## config.mk

```make
export PLATFORM = sky130hd
export DESIGN_NAME = bdmd_cfg_regs
export DESIGN_NICKNAME = d
export VERILOG_FILES = /design/src/rtl/bdmd_pkg.sv /design/src/rtl/bdmd_cfg_regs.sv
export SDC_FILE = /design/constraint.sdc
export NUM_CORES = 1
export LEC_CHECK = 0
export BUFFER_PORTS_ARGS = -buffer_cell sky130_fd_sc_hd__buf_2
export CORE_MARGIN = 1.5
export CORE_UTILIZATION = 46
export CTS_CLUSTER_DIAMETER = 200
export DETAILED_ROUTE_END_ITERATION = 6
export PLACE_DENSITY = 0.92
export RECOVER_POWER = 100
export SLEW_MARGIN = 10
export SYNTH_ARGS = -nofsm -noshare
export SYNTH_HDL_FRONTEND = slang
export SYNTH_SLANG_ARGS = --single-unit
```

## constraint.sdc

```tcl
create_clock -name clk -period 1.5 [get_ports clk]
set_input_delay 0.225 -clock clk [delete_from_list [all_inputs] [get_ports clk]]
set_output_delay 0.225 -clock clk [all_outputs]
set_load 0.05 [all_outputs]
```

## src/rtl/bdmd_pkg.sv

```systemverilog
// ----------------------------------------------------------------------------
// bdmd_pkg
// Types, widths and constants shared by the baseline deviation metal detector.
// ----------------------------------------------------------------------------
`default_nettype none

package bdmd_pkg;

  // Field widths
  localparam int KIND_W   = 3;
  localparam int MAG_W    = 20;
  localparam int ROCK_W   = 8;
  localparam int PHASE_W  = 3;
  localparam int SETTLE_W = 16;
  localparam int THRESH_W = 20;

  localparam longint unsigned MAG_MAX = (64'd1 << MAG_W) - 64'd1;

  // Averaging counts
  localparam int BASELINE_SAMPLES = 20;
  localparam int CHECK_SAMPLES    = 6;

  localparam int BASE_CNT_W  = $clog2(BASELINE_SAMPLES + 1);
  localparam int CHECK_CNT_W = $clog2(CHECK_SAMPLES + 1);
  localparam int BASE_SUM_W  = $clog2(64'(BASELINE_SAMPLES) * MAG_MAX + 64'd1);
  localparam int CHECK_SUM_W = $clog2(64'(CHECK_SAMPLES) * MAG_MAX + 64'd1);

  localparam logic [BASE_CNT_W-1:0]  BASE_CNT_DONE  = BASE_CNT_W'(BASELINE_SAMPLES);
  localparam logic [CHECK_CNT_W-1:0] CHECK_CNT_DONE = CHECK_CNT_W'(CHECK_SAMPLES);

  // Division by a constant count: floor(x / D) == (x * ceil(2^S / D)) >> S holds
  // exactly for every x below 2^N when S = N + clog2(D).
  localparam int BASE_SHIFT = BASE_SUM_W + $clog2(BASELINE_SAMPLES);
  localparam longint unsigned BASE_RECIP_VAL =
    ((64'd1 << BASE_SHIFT) + 64'(BASELINE_SAMPLES) - 64'd1) / 64'(BASELINE_SAMPLES);
  localparam int BASE_RECIP_W = $clog2(BASE_RECIP_VAL + 64'd1);
  localparam logic [BASE_RECIP_W-1:0] BASE_RECIP = BASE_RECIP_W'(BASE_RECIP_VAL);
  localparam int BASE_PROD_W = BASE_SUM_W + BASE_RECIP_W;

  localparam int CHECK_SHIFT = CHECK_SUM_W + $clog2(CHECK_SAMPLES);
  localparam longint unsigned CHECK_RECIP_VAL =
    ((64'd1 << CHECK_SHIFT) + 64'(CHECK_SAMPLES) - 64'd1) / 64'(CHECK_SAMPLES);
  localparam int CHECK_RECIP_W = $clog2(CHECK_RECIP_VAL + 64'd1);
  localparam logic [CHECK_RECIP_W-1:0] CHECK_RECIP = CHECK_RECIP_W'(CHECK_RECIP_VAL);
  localparam int CHECK_PROD_W = CHECK_SUM_W + CHECK_RECIP_W;

  localparam logic [SETTLE_W-1:0] ELAPSED_MAX = '1;

  // Item kinds
  localparam logic [KIND_W-1:0] KIND_BASELINE    = 3'd0;
  localparam logic [KIND_W-1:0] KIND_CHECK       = 3'd1;
  localparam logic [KIND_W-1:0] KIND_START       = 3'd2;
  localparam logic [KIND_W-1:0] KIND_STOP        = 3'd3;
  localparam logic [KIND_W-1:0] KIND_CLEAR_BASE  = 3'd4;
  localparam logic [KIND_W-1:0] KIND_TICK        = 3'd5;

  typedef enum logic [PHASE_W-1:0] {
    PH_IDLE     = 3'd0,
    PH_SETTLING = 3'd1,
    PH_SAMPLING = 3'd2,
    PH_FINISHED = 3'd3,
    PH_FAILED   = 3'd4
  } phase_t;

  // Configuration port
  localparam int ADDR_W   = 3;
  localparam int ADDR_LSB = 2;
  localparam int DATA_W   = 32;
  localparam int REG_IDX_W = ADDR_W - ADDR_LSB;

  localparam logic [REG_IDX_W-1:0] REG_SETTLE_TICKS = 1'b0;
  localparam logic [REG_IDX_W-1:0] REG_DEV_THRESH   = 1'b1;

  localparam logic [SETTLE_W-1:0] SETTLE_RESET = 16'd2000;
  localparam logic [THRESH_W-1:0] THRESH_RESET = 20'd2400;

  typedef struct packed {
    logic [SETTLE_W-1:0] settle_ticks;
    logic [THRESH_W-1:0] deviation_threshold;
  } cfg_t;

  typedef struct packed {
    logic [KIND_W-1:0] kind;
    logic [MAG_W-1:0]  magnitude_zero;
    logic [MAG_W-1:0]  magnitude_one;
    logic [ROCK_W-1:0] rock_index;
    logic              coil_select;
  } in_t;

  typedef struct packed {
    logic [PHASE_W-1:0] phase;
    logic               baselines_ready;
    logic               metal_found;
    logic [MAG_W-1:0]   check_average;
    logic [MAG_W-1:0]   reference_average;
    logic [MAG_W-1:0]   deviation;
    logic [ROCK_W-1:0]  checked_rock;
    logic               checked_coil;
    logic [MAG_W-1:0]   baseline_zero;
    logic [MAG_W-1:0]   baseline_one;
  } out_t;

  typedef struct packed {
    phase_t                 phase;
    logic [BASE_SUM_W-1:0]  base_sum_zero;
    logic [BASE_SUM_W-1:0]  base_sum_one;
    logic [MAG_W-1:0]       base_avg_zero;
    logic [MAG_W-1:0]       base_avg_one;
    logic [BASE_CNT_W-1:0]  base_count;
    logic                   ready_flag;
    logic [CHECK_SUM_W-1:0] check_sum;
    logic [CHECK_CNT_W-1:0] check_count;
    logic [SETTLE_W-1:0]    elapsed_ticks;
    logic [ROCK_W-1:0]      active_rock;
    logic                   active_coil;
    logic [MAG_W-1:0]       last_check_avg;
    logic [MAG_W-1:0]       last_reference;
    logic [MAG_W-1:0]       last_deviation;
    logic [ROCK_W-1:0]      last_rock;
    logic                   last_coil;
    logic                   last_metal;
  } state_t;

endpackage

`default_nettype wire

```

## src/rtl/bdmd_cfg_regs.sv

```systemverilog
// ----------------------------------------------------------------------------
// bdmd_cfg_regs
// APB-style register file for the settle time and the deviation threshold.
// ----------------------------------------------------------------------------
`default_nettype none

module bdmd_cfg_regs (
  input  wire logic                          clk,
  input  wire logic                          rst_n,
  input  wire logic                          psel,
  input  wire logic                          penable,
  input  wire logic                          pwrite,
  input  wire logic [bdmd_pkg::ADDR_W-1:0]   paddr,
  input  wire logic [bdmd_pkg::DATA_W-1:0]   pwdata,
  output logic      [bdmd_pkg::DATA_W-1:0]   prdata,
  output logic                               pready,
  output bdmd_pkg::cfg_t                     cfg
);

  logic [bdmd_pkg::SETTLE_W-1:0]  settle_ticks_r, settle_ticks_nxt;
  logic [bdmd_pkg::THRESH_W-1:0]  dev_thresh_r, dev_thresh_nxt;
  logic [bdmd_pkg::REG_IDX_W-1:0] reg_idx;
  logic                           wr_en;

  assign pready  = 1'b1;
  assign reg_idx = paddr[bdmd_pkg::ADDR_W-1:bdmd_pkg::ADDR_LSB];
  assign wr_en   = psel && penable && pwrite && pready;

  always_comb begin
    settle_ticks_nxt = settle_ticks_r;
    dev_thresh_nxt   = dev_thresh_r;
    if (wr_en) begin
      unique case (reg_idx)
        bdmd_pkg::REG_SETTLE_TICKS: settle_ticks_nxt = pwdata[bdmd_pkg::SETTLE_W-1:0];
        bdmd_pkg::REG_DEV_THRESH:   dev_thresh_nxt   = pwdata[bdmd_pkg::THRESH_W-1:0];
        default: ;
      endcase
    end
  end

  always_comb begin
    unique case (reg_idx)
      bdmd_pkg::REG_SETTLE_TICKS: prdata = bdmd_pkg::DATA_W'(settle_ticks_r);
      bdmd_pkg::REG_DEV_THRESH:   prdata = bdmd_pkg::DATA_W'(dev_thresh_r);
      default:                    prdata = '0;
    endcase
  end

  always_ff @(posedge clk) begin
    if (!rst_n) begin
      settle_ticks_r <= bdmd_pkg::SETTLE_RESET;
      dev_thresh_r   <= bdmd_pkg::THRESH_RESET;
    end else begin
      settle_ticks_r <= settle_ticks_nxt;
      dev_thresh_r   <= dev_thresh_nxt;
    end
  end

  assign cfg.settle_ticks        = settle_ticks_r;
  assign cfg.deviation_threshold = dev_thresh_r;

endmodule

`default_nettype wire

```

==> results.toml <==
[clock_network]
cts_root_buf = "clkbuf_8"
insertion_delay_ns = 0.27
clk_path_buf_depth = 2
cts_tree = "built"
cts_resized = 0
cts_buffers = 5
clk_pin_slew_worst_paths_ns = 0.06
post-cts-setup-buffer-count = 0
cts-htree-levels = 2
postCtsHoldBufs = 0
cts_sinks = 36

[die]
die_y_um = 64.9
ioPinCount = 109
rows = 22
die_area_um2 = 4210
initial_utilization_pct = 48.2
core_um2 = 3660
die_w_um = 64.9

[finish]
syn2layout_area_growth_pct = 25.6
layout_common_cells = "nand2_1 (44), mux2i_1 (36), dfxtp_1 (36), clkbuf_1 (36), clkbuf_2 (25)"
final_common_cell = "nand2_1"
num_antenna_cells = 0
final_nets = 304
instances_no_fill = 312
drive_gt1_share_pct = 28.0

[yosys]
synth_seq_area_share_pct = 40.9
synth_seq_cells = 36
synthCells = 185
ys_types = 14
syn_area_um2 = 1760
syn_avg_cell_area_um2 = 9.53
yosys_warnings = 0

[power]
power_mw = 2.13
peakVddDrop_v = 0.000571
leakage_nw = 0.954
powerDensity_nw_per_um2 = 961

[worst_setup_path]
required_ns = 1.27
critPathBufInv = 3
r2r-end = "dev_thresh_r[1]$_SDFFE_PN0P_"
cp-end-kind = "output pin"
rr_worst_depth = 2
critPathMaxStageDelay_ns = 0.36
critPathArrivalTime_ns = 1.13
crit_family = "buffers and inverters"
crit-reg2reg-launch = "dev_thresh_r[1]$_SDFFE_PN0P_"
r2r_slack_ns = 0.84
slowest_stage = "mux2_2"
worstPathCellList = "clkbuf_1 > buf_12 > mux2_2 > clkbuf_2"
crit_type = "in -> out"
crit_path_start_kind = "primary input"
crit_fanout = 23

[route]
dr.first_iter.drc_count = 48
remaining_drc_errors = 0
viasPerCell = 4.74
dr.pass1.iters = 4
vias = 1479
wl_per_cell_um = 11.6
wl_um = 3620
postRouteAntennaNets = 0

[placed_design]
pre_cts_ws_ns = 0.161
io_buffers = 81
dp_hpwl_um = 2710
placed_cells = 305
gp_congestion = 0.719

[sta]
layout_min_cycle_time_ns = 1.36
final.setup.tns_ns = 0
skew_ns = 0
relSlewSlack_pct = 59.3
fmax_mhz = 736
period_share_pct = 90.6
drv_slew = 0
setup_viol = 0
tightest_slew_ns = 0.612
grt_setup_unrepaired = "false"
setup_slack_ns = 0.141
finalHoldWorstSlack_ns = 0.190
timing_hold_violations_final = 0

[run]
drv_cap = 0

[worst_hold_path]
hold_end = "dev_thresh_r[18]$_SDFFE_PN0P_"
hp-class = "in -> reg"
min_from = "pwdata[18]"
hold_path_depth = 3

[global_routing]
grt_pass1_vias = 1329
antenna_found_initial = 0
grt_overflow_total = 0
grt_start_max_net_pins = 63
grt_pass1_wl_um = 5760
groute.usage.overall_pct = 17.6

[run_status]
status = "completed"
[layer usage]
layer | global-route usage (%) | part of all wire [%] | vias to the layer above
li1 | - | - | 734
met1 | 18.6 | 42 | 689
met2 | 33.1 | 51 | 50
met3 | 4.34 | 6.2 | 6
met4 | 6.38 | 1.1 | 0
met5 | 0 | 0 | -
[logic make-up after synthesis]
family,after synthesis,share of synthesized area (%)
flip-flops,36,40.9
AND/OR/NAND/NOR,69,18.6
buffers and inverters,26,9.44
multiplexers,52,30.7
other,2,0.426
[sequential cells by signal, summed over array words and instances (netlist names)]
name,count
dev_thresh_r,20
settle_ticks_r,16
[how the worst max path moves through the flow]
stage,depth (start not counted),to,startpoint,slack (ns)
3_3_place_gp,4,prdata[11],paddr[2],0.22
4_1_cts,2,prdata[11],dev_thresh_r[11]$_SDFFE_PN1P_,0.17
5_1_grt,4,prdata[11],paddr[2],0.09
3_5_place_dp,4,dev_thresh_r[1]$_SDFFE_PN0P_,paddr[2],0.16
2_1_floorplan,1,prdata[16],dev_thresh_r[16]$_SDFFE_PN0P_,0.15
6_report,4,prdata[11],paddr[2],0.14
[layout make-up]
cell class / instances / area [um2]
Sequential cell: 36 / 721
Tap cell: 48 / 60.1
Clock buffer: 7 / 96.3
Fill cell: 340 / 1450
Multi-Input combinational cell: 134 / 917
Timing Repair Buffer: 87 / 420
[synth_stat cells (all sizes together)]
master | instances | area share [%]
buf | 20 | 8.2
conb | 2 | 0.43
clkbuf | 6 | 1.3
nand2 | 44 | 9.4
and2 | 4 | 1.4
nand4 | 1 | 0.36
and4b | 1 | 0.57
mux2 | 16 | 10
and4 | 1 | 0.50
dfxtp | 36 | 41
mux2i | 36 | 20
nor2b | 18 | 6.4
[stage by stage]
step	utilization, %	area (um2)
floorplan	-	1800
global placement	59.4	2170
detailed placement	59.4	2170
CTS	62.0	2270
global route	60.5	2210
finish	60.5	2210
[power breakdown]
group          leakage, nW  switching [mW]  internal, mW  total, mW
Sequential           0.292          0.0152         0.977      0.993
Clock               0.0503           0.306         0.409      0.714
Combinational        0.612           0.311         0.109      0.421
[worst register-to-register path: stages, from the launching register on]
cell and delay [ns]:
dfxtp_1 0.36, nand2_1 0.06, mux2i_1 0.15
Note: power is estimated with default switching activity, not from simulation.
