## src/rtl/bdmd_pkg.sv

```systemverilog
// ----------------------------------------------------------------------------
// bdmd_pkg
// Types, widths and constants shared by the baseline deviation metal detector.
// ----------------------------------------------------------------------------
`default_nettype none

package bdmd_pkg;

  // Field widths
  localparam int KIND_W   = 3;
  localparam int MAG_W    = 20;
  localparam int ROCK_W   = 8;
  localparam int PHASE_W  = 3;
  localparam int SETTLE_W = 16;
  localparam int THRESH_W = 20;

  localparam longint unsigned MAG_MAX = (64'd1 << MAG_W) - 64'd1;

  // Averaging counts
  localparam int BASELINE_SAMPLES = 20;
  localparam int CHECK_SAMPLES    = 6;

  localparam int BASE_CNT_W  = $clog2(BASELINE_SAMPLES + 1);
  localparam int CHECK_CNT_W = $clog2(CHECK_SAMPLES + 1);
  localparam int BASE_SUM_W  = $clog2(64'(BASELINE_SAMPLES) * MAG_MAX + 64'd1);
  localparam int CHECK_SUM_W = $clog2(64'(CHECK_SAMPLES) * MAG_MAX + 64'd1);

  localparam logic [BASE_CNT_W-1:0]  BASE_CNT_DONE  = BASE_CNT_W'(BASELINE_SAMPLES);
  localparam logic [CHECK_CNT_W-1:0] CHECK_CNT_DONE = CHECK_CNT_W'(CHECK_SAMPLES);

  // Division by a constant count: floor(x / D) == (x * ceil(2^S / D)) >> S holds
  // exactly for every x below 2^N when S = N + clog2(D).
  localparam int BASE_SHIFT = BASE_SUM_W + $clog2(BASELINE_SAMPLES);
  localparam longint unsigned BASE_RECIP_VAL =
    ((64'd1 << BASE_SHIFT) + 64'(BASELINE_SAMPLES) - 64'd1) / 64'(BASELINE_SAMPLES);
  localparam int BASE_RECIP_W = $clog2(BASE_RECIP_VAL + 64'd1);
  localparam logic [BASE_RECIP_W-1:0] BASE_RECIP = BASE_RECIP_W'(BASE_RECIP_VAL);
  localparam int BASE_PROD_W = BASE_SUM_W + BASE_RECIP_W;

  localparam int CHECK_SHIFT = CHECK_SUM_W + $clog2(CHECK_SAMPLES);
  localparam longint unsigned CHECK_RECIP_VAL =
    ((64'd1 << CHECK_SHIFT) + 64'(CHECK_SAMPLES) - 64'd1) / 64'(CHECK_SAMPLES);
  localparam int CHECK_RECIP_W = $clog2(CHECK_RECIP_VAL + 64'd1);
  localparam logic [CHECK_RECIP_W-1:0] CHECK_RECIP = CHECK_RECIP_W'(CHECK_RECIP_VAL);
  localparam int CHECK_PROD_W = CHECK_SUM_W + CHECK_RECIP_W;

  localparam logic [SETTLE_W-1:0] ELAPSED_MAX = '1;

  // Item kinds
  localparam logic [KIND_W-1:0] KIND_BASELINE    = 3'd0;
  localparam logic [KIND_W-1:0] KIND_CHECK       = 3'd1;
  localparam logic [KIND_W-1:0] KIND_START       = 3'd2;
  localparam logic [KIND_W-1:0] KIND_STOP        = 3'd3;
  localparam logic [KIND_W-1:0] KIND_CLEAR_BASE  = 3'd4;
  localparam logic [KIND_W-1:0] KIND_TICK        = 3'd5;

  typedef enum logic [PHASE_W-1:0] {
    PH_IDLE     = 3'd0,
    PH_SETTLING = 3'd1,
    PH_SAMPLING = 3'd2,
    PH_FINISHED = 3'd3,
    PH_FAILED   = 3'd4
  } phase_t;

  // Configuration port
  localparam int ADDR_W   = 3;
  localparam int ADDR_LSB = 2;
  localparam int DATA_W   = 32;
  localparam int REG_IDX_W = ADDR_W - ADDR_LSB;

  localparam logic [REG_IDX_W-1:0] REG_SETTLE_TICKS = 1'b0;
  localparam logic [REG_IDX_W-1:0] REG_DEV_THRESH   = 1'b1;

  localparam logic [SETTLE_W-1:0] SETTLE_RESET = 16'd2000;
  localparam logic [THRESH_W-1:0] THRESH_RESET = 20'd2400;

  typedef struct packed {
    logic [SETTLE_W-1:0] settle_ticks;
    logic [THRESH_W-1:0] deviation_threshold;
  } cfg_t;

  typedef struct packed {
    logic [KIND_W-1:0] kind;
    logic [MAG_W-1:0]  magnitude_zero;
    logic [MAG_W-1:0]  magnitude_one;
    logic [ROCK_W-1:0] rock_index;
    logic              coil_select;
  } in_t;

  typedef struct packed {
    logic [PHASE_W-1:0] phase;
    logic               baselines_ready;
    logic               metal_found;
    logic [MAG_W-1:0]   check_average;
    logic [MAG_W-1:0]   reference_average;
    logic [MAG_W-1:0]   deviation;
    logic [ROCK_W-1:0]  checked_rock;
    logic               checked_coil;
    logic [MAG_W-1:0]   baseline_zero;
    logic [MAG_W-1:0]   baseline_one;
  } out_t;

  typedef struct packed {
    phase_t                 phase;
    logic [BASE_SUM_W-1:0]  base_sum_zero;
    logic [BASE_SUM_W-1:0]  base_sum_one;
    logic [MAG_W-1:0]       base_avg_zero;
    logic [MAG_W-1:0]       base_avg_one;
    logic [BASE_CNT_W-1:0]  base_count;
    logic                   ready_flag;
    logic [CHECK_SUM_W-1:0] check_sum;
    logic [CHECK_CNT_W-1:0] check_count;
    logic [SETTLE_W-1:0]    elapsed_ticks;
    logic [ROCK_W-1:0]      active_rock;
    logic                   active_coil;
    logic [MAG_W-1:0]       last_check_avg;
    logic [MAG_W-1:0]       last_reference;
    logic [MAG_W-1:0]       last_deviation;
    logic [ROCK_W-1:0]      last_rock;
    logic                   last_coil;
    logic                   last_metal;
  } state_t;

endpackage

`default_nettype wire

```

## src/rtl/bdmd_step.sv

```systemverilog
// ----------------------------------------------------------------------------
// bdmd_step
// Next-state and result logic for one detector item.
// ----------------------------------------------------------------------------
`default_nettype none

module bdmd_step (
  input  wire bdmd_pkg::state_t st,
  input  wire bdmd_pkg::in_t    item,
  input  wire bdmd_pkg::cfg_t   cfg,
  output bdmd_pkg::state_t      st_nxt,
  output bdmd_pkg::out_t        res
);

  logic [bdmd_pkg::BASE_SUM_W-1:0]   base_sum_zero_add;
  logic [bdmd_pkg::BASE_SUM_W-1:0]   base_sum_one_add;
  logic [bdmd_pkg::BASE_CNT_W-1:0]   base_cnt_inc;
  logic [bdmd_pkg::BASE_PROD_W-1:0]  base_prod_zero;
  logic [bdmd_pkg::BASE_PROD_W-1:0]  base_prod_one;
  logic [bdmd_pkg::MAG_W-1:0]        check_sample;
  logic [bdmd_pkg::CHECK_SUM_W-1:0]  check_sum_add;
  logic [bdmd_pkg::CHECK_CNT_W-1:0]  check_cnt_inc;
  logic [bdmd_pkg::CHECK_PROD_W-1:0] check_prod;
  logic [bdmd_pkg::MAG_W-1:0]        check_avg;
  logic [bdmd_pkg::MAG_W-1:0]        ref_avg;
  logic [bdmd_pkg::MAG_W-1:0]        dev;

  assign base_sum_zero_add = st.base_sum_zero
                           + bdmd_pkg::BASE_SUM_W'(item.magnitude_zero);
  assign base_sum_one_add  = st.base_sum_one
                           + bdmd_pkg::BASE_SUM_W'(item.magnitude_one);
  assign base_cnt_inc      = st.base_count + 1'b1;

  // Truncating averages through a reciprocal multiply.
  assign base_prod_zero = bdmd_pkg::BASE_PROD_W'(base_sum_zero_add)
                        * bdmd_pkg::BASE_PROD_W'(bdmd_pkg::BASE_RECIP);
  assign base_prod_one  = bdmd_pkg::BASE_PROD_W'(base_sum_one_add)
                        * bdmd_pkg::BASE_PROD_W'(bdmd_pkg::BASE_RECIP);

  // Coil 0 faces detector 1, coil 1 faces detector 0.
  assign check_sample  = st.active_coil ? item.magnitude_zero : item.magnitude_one;
  assign check_sum_add = st.check_sum + bdmd_pkg::CHECK_SUM_W'(check_sample);
  assign check_cnt_inc = st.check_count + 1'b1;
  assign check_prod    = bdmd_pkg::CHECK_PROD_W'(check_sum_add)
                       * bdmd_pkg::CHECK_PROD_W'(bdmd_pkg::CHECK_RECIP);
  assign check_avg     = check_prod[bdmd_pkg::CHECK_SHIFT +: bdmd_pkg::MAG_W];
  assign ref_avg       = st.active_coil ? st.base_avg_zero : st.base_avg_one;
  assign dev           = (check_avg >= ref_avg) ? (check_avg - ref_avg)
                                                : (ref_avg - check_avg);

  always_comb begin
    st_nxt = st;
    unique case (item.kind)
      bdmd_pkg::KIND_BASELINE: begin
        if (!st.ready_flag) begin
          st_nxt.base_sum_zero = base_sum_zero_add;
          st_nxt.base_sum_one  = base_sum_one_add;
          st_nxt.base_count    = base_cnt_inc;
          if (base_cnt_inc >= bdmd_pkg::BASE_CNT_DONE) begin
            st_nxt.base_avg_zero = base_prod_zero[bdmd_pkg::BASE_SHIFT +: bdmd_pkg::MAG_W];
            st_nxt.base_avg_one  = base_prod_one[bdmd_pkg::BASE_SHIFT +: bdmd_pkg::MAG_W];
            st_nxt.ready_flag    = 1'b1;
          end
        end
      end
      bdmd_pkg::KIND_CHECK: begin
        if (st.phase == bdmd_pkg::PH_SETTLING) begin
          if (st.elapsed_ticks >= cfg.settle_ticks) begin
            st_nxt.phase = bdmd_pkg::PH_SAMPLING;
          end
        end else if (st.phase == bdmd_pkg::PH_SAMPLING) begin
          st_nxt.check_sum   = check_sum_add;
          st_nxt.check_count = check_cnt_inc;
          if (check_cnt_inc >= bdmd_pkg::CHECK_CNT_DONE) begin
            st_nxt.last_check_avg = check_avg;
            st_nxt.last_reference = ref_avg;
            st_nxt.last_deviation = dev;
            st_nxt.last_metal     = (dev >= cfg.deviation_threshold);
            st_nxt.last_rock      = st.active_rock;
            st_nxt.last_coil      = st.active_coil;
            st_nxt.phase          = bdmd_pkg::PH_FINISHED;
          end
        end
      end
      bdmd_pkg::KIND_START: begin
        if (!st.ready_flag) begin
          st_nxt.phase = bdmd_pkg::PH_FAILED;
        end else begin
          st_nxt.active_rock   = item.rock_index;
          st_nxt.active_coil   = item.coil_select;
          st_nxt.check_sum     = '0;
          st_nxt.check_count   = '0;
          st_nxt.last_metal    = 1'b0;
          st_nxt.elapsed_ticks = '0;
          st_nxt.phase         = bdmd_pkg::PH_SETTLING;
        end
      end
      bdmd_pkg::KIND_STOP: begin
        st_nxt.phase = bdmd_pkg::PH_IDLE;
      end
      bdmd_pkg::KIND_CLEAR_BASE: begin
        st_nxt.base_sum_zero  = '0;
        st_nxt.base_sum_one   = '0;
        st_nxt.base_avg_zero  = '0;
        st_nxt.base_avg_one   = '0;
        st_nxt.base_count     = '0;
        st_nxt.ready_flag     = 1'b0;
        st_nxt.last_check_avg = '0;
        st_nxt.last_reference = '0;
        st_nxt.last_deviation = '0;
        st_nxt.last_rock      = '0;
        st_nxt.last_coil      = 1'b0;
        st_nxt.last_metal     = 1'b0;
        st_nxt.phase          = bdmd_pkg::PH_IDLE;
      end
      bdmd_pkg::KIND_TICK: begin
        if (st.elapsed_ticks != bdmd_pkg::ELAPSED_MAX) begin
          st_nxt.elapsed_ticks = st.elapsed_ticks + 1'b1;
        end
      end
      default: ;
    endcase
  end

  // The result shows the state after the item.
  always_comb begin
    res.phase             = st_nxt.phase;
    res.baselines_ready   = st_nxt.ready_flag;
    res.metal_found       = st_nxt.last_metal;
    res.check_average     = st_nxt.last_check_avg;
    res.reference_average = st_nxt.last_reference;
    res.deviation         = st_nxt.last_deviation;
    res.checked_rock      = st_nxt.last_rock;
    res.checked_coil      = st_nxt.last_coil;
    res.baseline_zero     = st_nxt.base_avg_zero;
    res.baseline_one      = st_nxt.base_avg_one;
  end

endmodule

`default_nettype wire

```

## config.mk

```make
export PLATFORM = sky130hd
export DESIGN_NAME = bdmd_step
export DESIGN_NICKNAME = d
export VERILOG_FILES = /design/src/rtl/bdmd_pkg.sv /design/src/rtl/bdmd_step.sv
export SDC_FILE = /design/constraint.sdc
export NUM_CORES = 2
export LEC_CHECK = 0
export BUFFER_PORTS_ARGS = -buffer_cell sky130_fd_sc_hd__buf_4
export CORE_AREA = 5 5 281 283
export DETAILED_ROUTE_END_ITERATION = 10
export DIE_AREA = 0 0 286 288
export PLACE_DENSITY = 0.69
export SETUP_SLACK_MARGIN = 0.02
export SLEW_MARGIN = 20
export SYNTH_ARGS = -nofsm -noshare
export SYNTH_HDL_FRONTEND = slang
export SYNTH_SLANG_ARGS = --single-unit
```

## constraint.sdc

```tcl
create_clock -name vclk -period 18.9
set_input_delay 1.89 -clock vclk [all_inputs]
set_output_delay 1.89 -clock vclk [all_outputs]
set_load 0.005 [all_outputs]
```

==> metrics.md <==
| Metric | Value |
|---|---|
| Vias in the first global route | approximately 34,000 |
| Seq_cells | 0 |
| Crit share post-route | 92.93% |
| DIE WIDTH | approximately 290 um |
| Tmin final | between 15 and 20 ns |
| Synthesized area per cell | roughly 9.1 um^2 |
| Initial Util | between 40% and 50% |
| Crit-path most repeated cell | ha_1 |
| Relative slew margins | between 20% and 30% |
| CP max FO | 34 |
| Cts repair resizes | 0 |
| Via Count | between 30,000 and 40,000 |
| Hpwl dp | 129,100 um |
| Postcts setup bufs | 0 |
| Setup TNS | 0 ns |
| Yosys Warn Count | 0 |
| Final Slew Violations | 0 |
| Pin count of the biggest net entering global routing | 70 |
| Fmax | 0.05694 GHz |
| Synth-to-Final Area Change | 14.25% |
| Wire per inst | between 20 and 30 um |
| Critical Path AT | 15.67 ns |
| Reg area | 0 um^2 |
| Status | completed |
| CP endpoint kind | output pin |
| Req. time, crit path | 17.01 ns |
| Final hold viol count | 0 |
| Synth area leaders | fa_1 (33%), ha_1 (28%), inv_1 (10%), a22o_1 (2.7%), buf_4 (2.4%) |
| Total core area | ~76,000 um^2 |
| Worst-Margin Slew | 1.167 ns |
| Final core occ | between 50% and 60% |
| I/O pins | 642 |
| RSZ-0062 raised after global routing | no |
| # DRC | 0 |
| Worst setup path startpoint | st[70] |
| Die footprint | 82,370 um^2 |
| Post-CTS Hold Fix Bufs | 0 |
| Largest stage delay, worst path | about 0.62 ns |
| Hold crit path type | input pin to output pin |
| GP Congestion | around 1 |
| Critical Path Source Type | input pin |
| Detailed Routing Iterations Pass 1 | 6 |
| # rows | 102 |
| Syn_nets | 5,902 |
| Post-route ant nets | 0 |
| Synthesized cell area | 37,630 um^2 |
| Max-Cap Viols | 0 |
| CP Class | input pin to output pin |
| GRT overflow | 0 |
| Commonest non-fill, non-tap cells in the layout | inv_1 (1,010), ha_1 (838), buf_4 (699) |
| # nets final | roughly 6,400 |
| Synth Instances | about 4,100 |
| Commonest non-fill, non-tap cell in the layout | inv_1 |
| GRT Util Overall | around a third |
| First-pass GRT wire length | approximately 210,000 um |
| Area leader, netlist | fa_1 |
| Final WL | 143,000 um |
| Share of cells above drive strength 1 | around 17% |
| Setup crit end | st_nxt[0] |
| DR iter-0 viols | about 1,900 |
| Vias per cell | between 5 and 6 |
| Setup Viol. Count Final | 0 |
| Die Y | around 290 um |
| Initial antenna violation count | 9 |
| Sequential element share of the synthesized area | 0% |
| Slowest CP cell | buf_4 |
| Synth top area share | around a third |
| Clock buffer cells | 0 |
| Port bufs | around 640 |
| Yosys cell types | 108 |
## worst min path at each step
| stage | start | to | slack, ns | cells past startpoint |
|---|---|---|---|---|
| CTS | st[71] | st_nxt[71] | 4.06 | 4 |
| detailed placement | st[71] | st_nxt[71] | 4.06 | 4 |
| global route | st[71] | st_nxt[71] | 4.07 | 4 |
| floorplan | st[86] | st_nxt[86] | 3.83 | 1 |
| finish | st[71] | st_nxt[71] | 4.06 | 4 |
| global placement | st[71] | st_nxt[71] | 4.05 | 4 |
## synthesized netlist by cell type, drive strengths merged, types with 6 or more instances
cell type and count:
nand3 32, and3 23, xnor2 95, mux2 27
o21ai 158, o21bai 16, or3 7, a221oi 6
buf 131, o31ai 13, a21o 98, inv 1010
and2 17, nand4 28, nor3 34, o22ai 9
mux2i 35, o21a 29, a31oi 18, a21oi 167
ha 838, a211oi 26, a211o 8, nor2 112
nor2b 24, a22o 115, nand2b 13, nor3b 9
o41ai 6, or2 6, fa 611, nand2 201
o211ai 16, xor2 59, clkbuf 50, a221o 6
## metal layers
metal / vias to the layer above / share of wire [%] / routed length [um] / global-route usage (%)
li1: 14540 / - / - / -
met1: 15730 / 41 / 58100 / 43.82
met2: 1307 / 45 / 64950 / 55.42
met3: 267 / 9.1 / 13070 / 9.248
met4: 10 / 4.5 / 6473 / 12.01
met5: - / 0.28 / 405 / 1.607
## critical path, delay by kind of cell
| family | cells | cell delay (ns) |
|---|---|---|
| xor gates and xnor gates | 4 | 0.83 |
| buffers and inverters | 6 | 1.27 |
| muxes | 1 | 0.42 |
| and+or+nand+nor | 8 | 1.49 |
| AOI/OAI and AO/OA | 24 | 5.31 |
| adders and majority gates | 11 | 4.42 |
## cell type report
type,count,area (um^2)
tap,988,1236
antenna,6,15.01
multi-input combinational,2952,32700
inverter,1011,3795
fill,6976,33450
timing repair buffer,699,5248
## logic make-up (layout without fill, tap and decap cells)
group | count (synthesis) | in the layout | share of synthesized area (%)
AOI/OAI and AO/OA | 755 | 755 | 14.07
buffers and inverters | 1193 | 1710 | 13.23
xor gates and xnor gates | 154 | 154 | 3.674
other | 0 | 6 | 0
and+or+nand+nor | 532 | 532 | 6.923
muxes | 62 | 62 | 1.739
adders and majority gates | 1449 | 1449 | 60.37
## through the flow
stage / cells / setup slack [ns] / cell area [um^2] / hold slack (ns)
final: 5656 / 1.336 / 42990 / 4.060
after global routing: 5653 / 0.6490 / 42990 / 4.067
after CTS: 5650 / 1.490 / 42980 / 4.056
after detailed placement: 5650 / 1.530 / 42980 / 4.056
after global placement: 5650 / 1.704 / 42980 / 4.055
after floorplan: 4145 / 2.784 / 37630 / 3.831
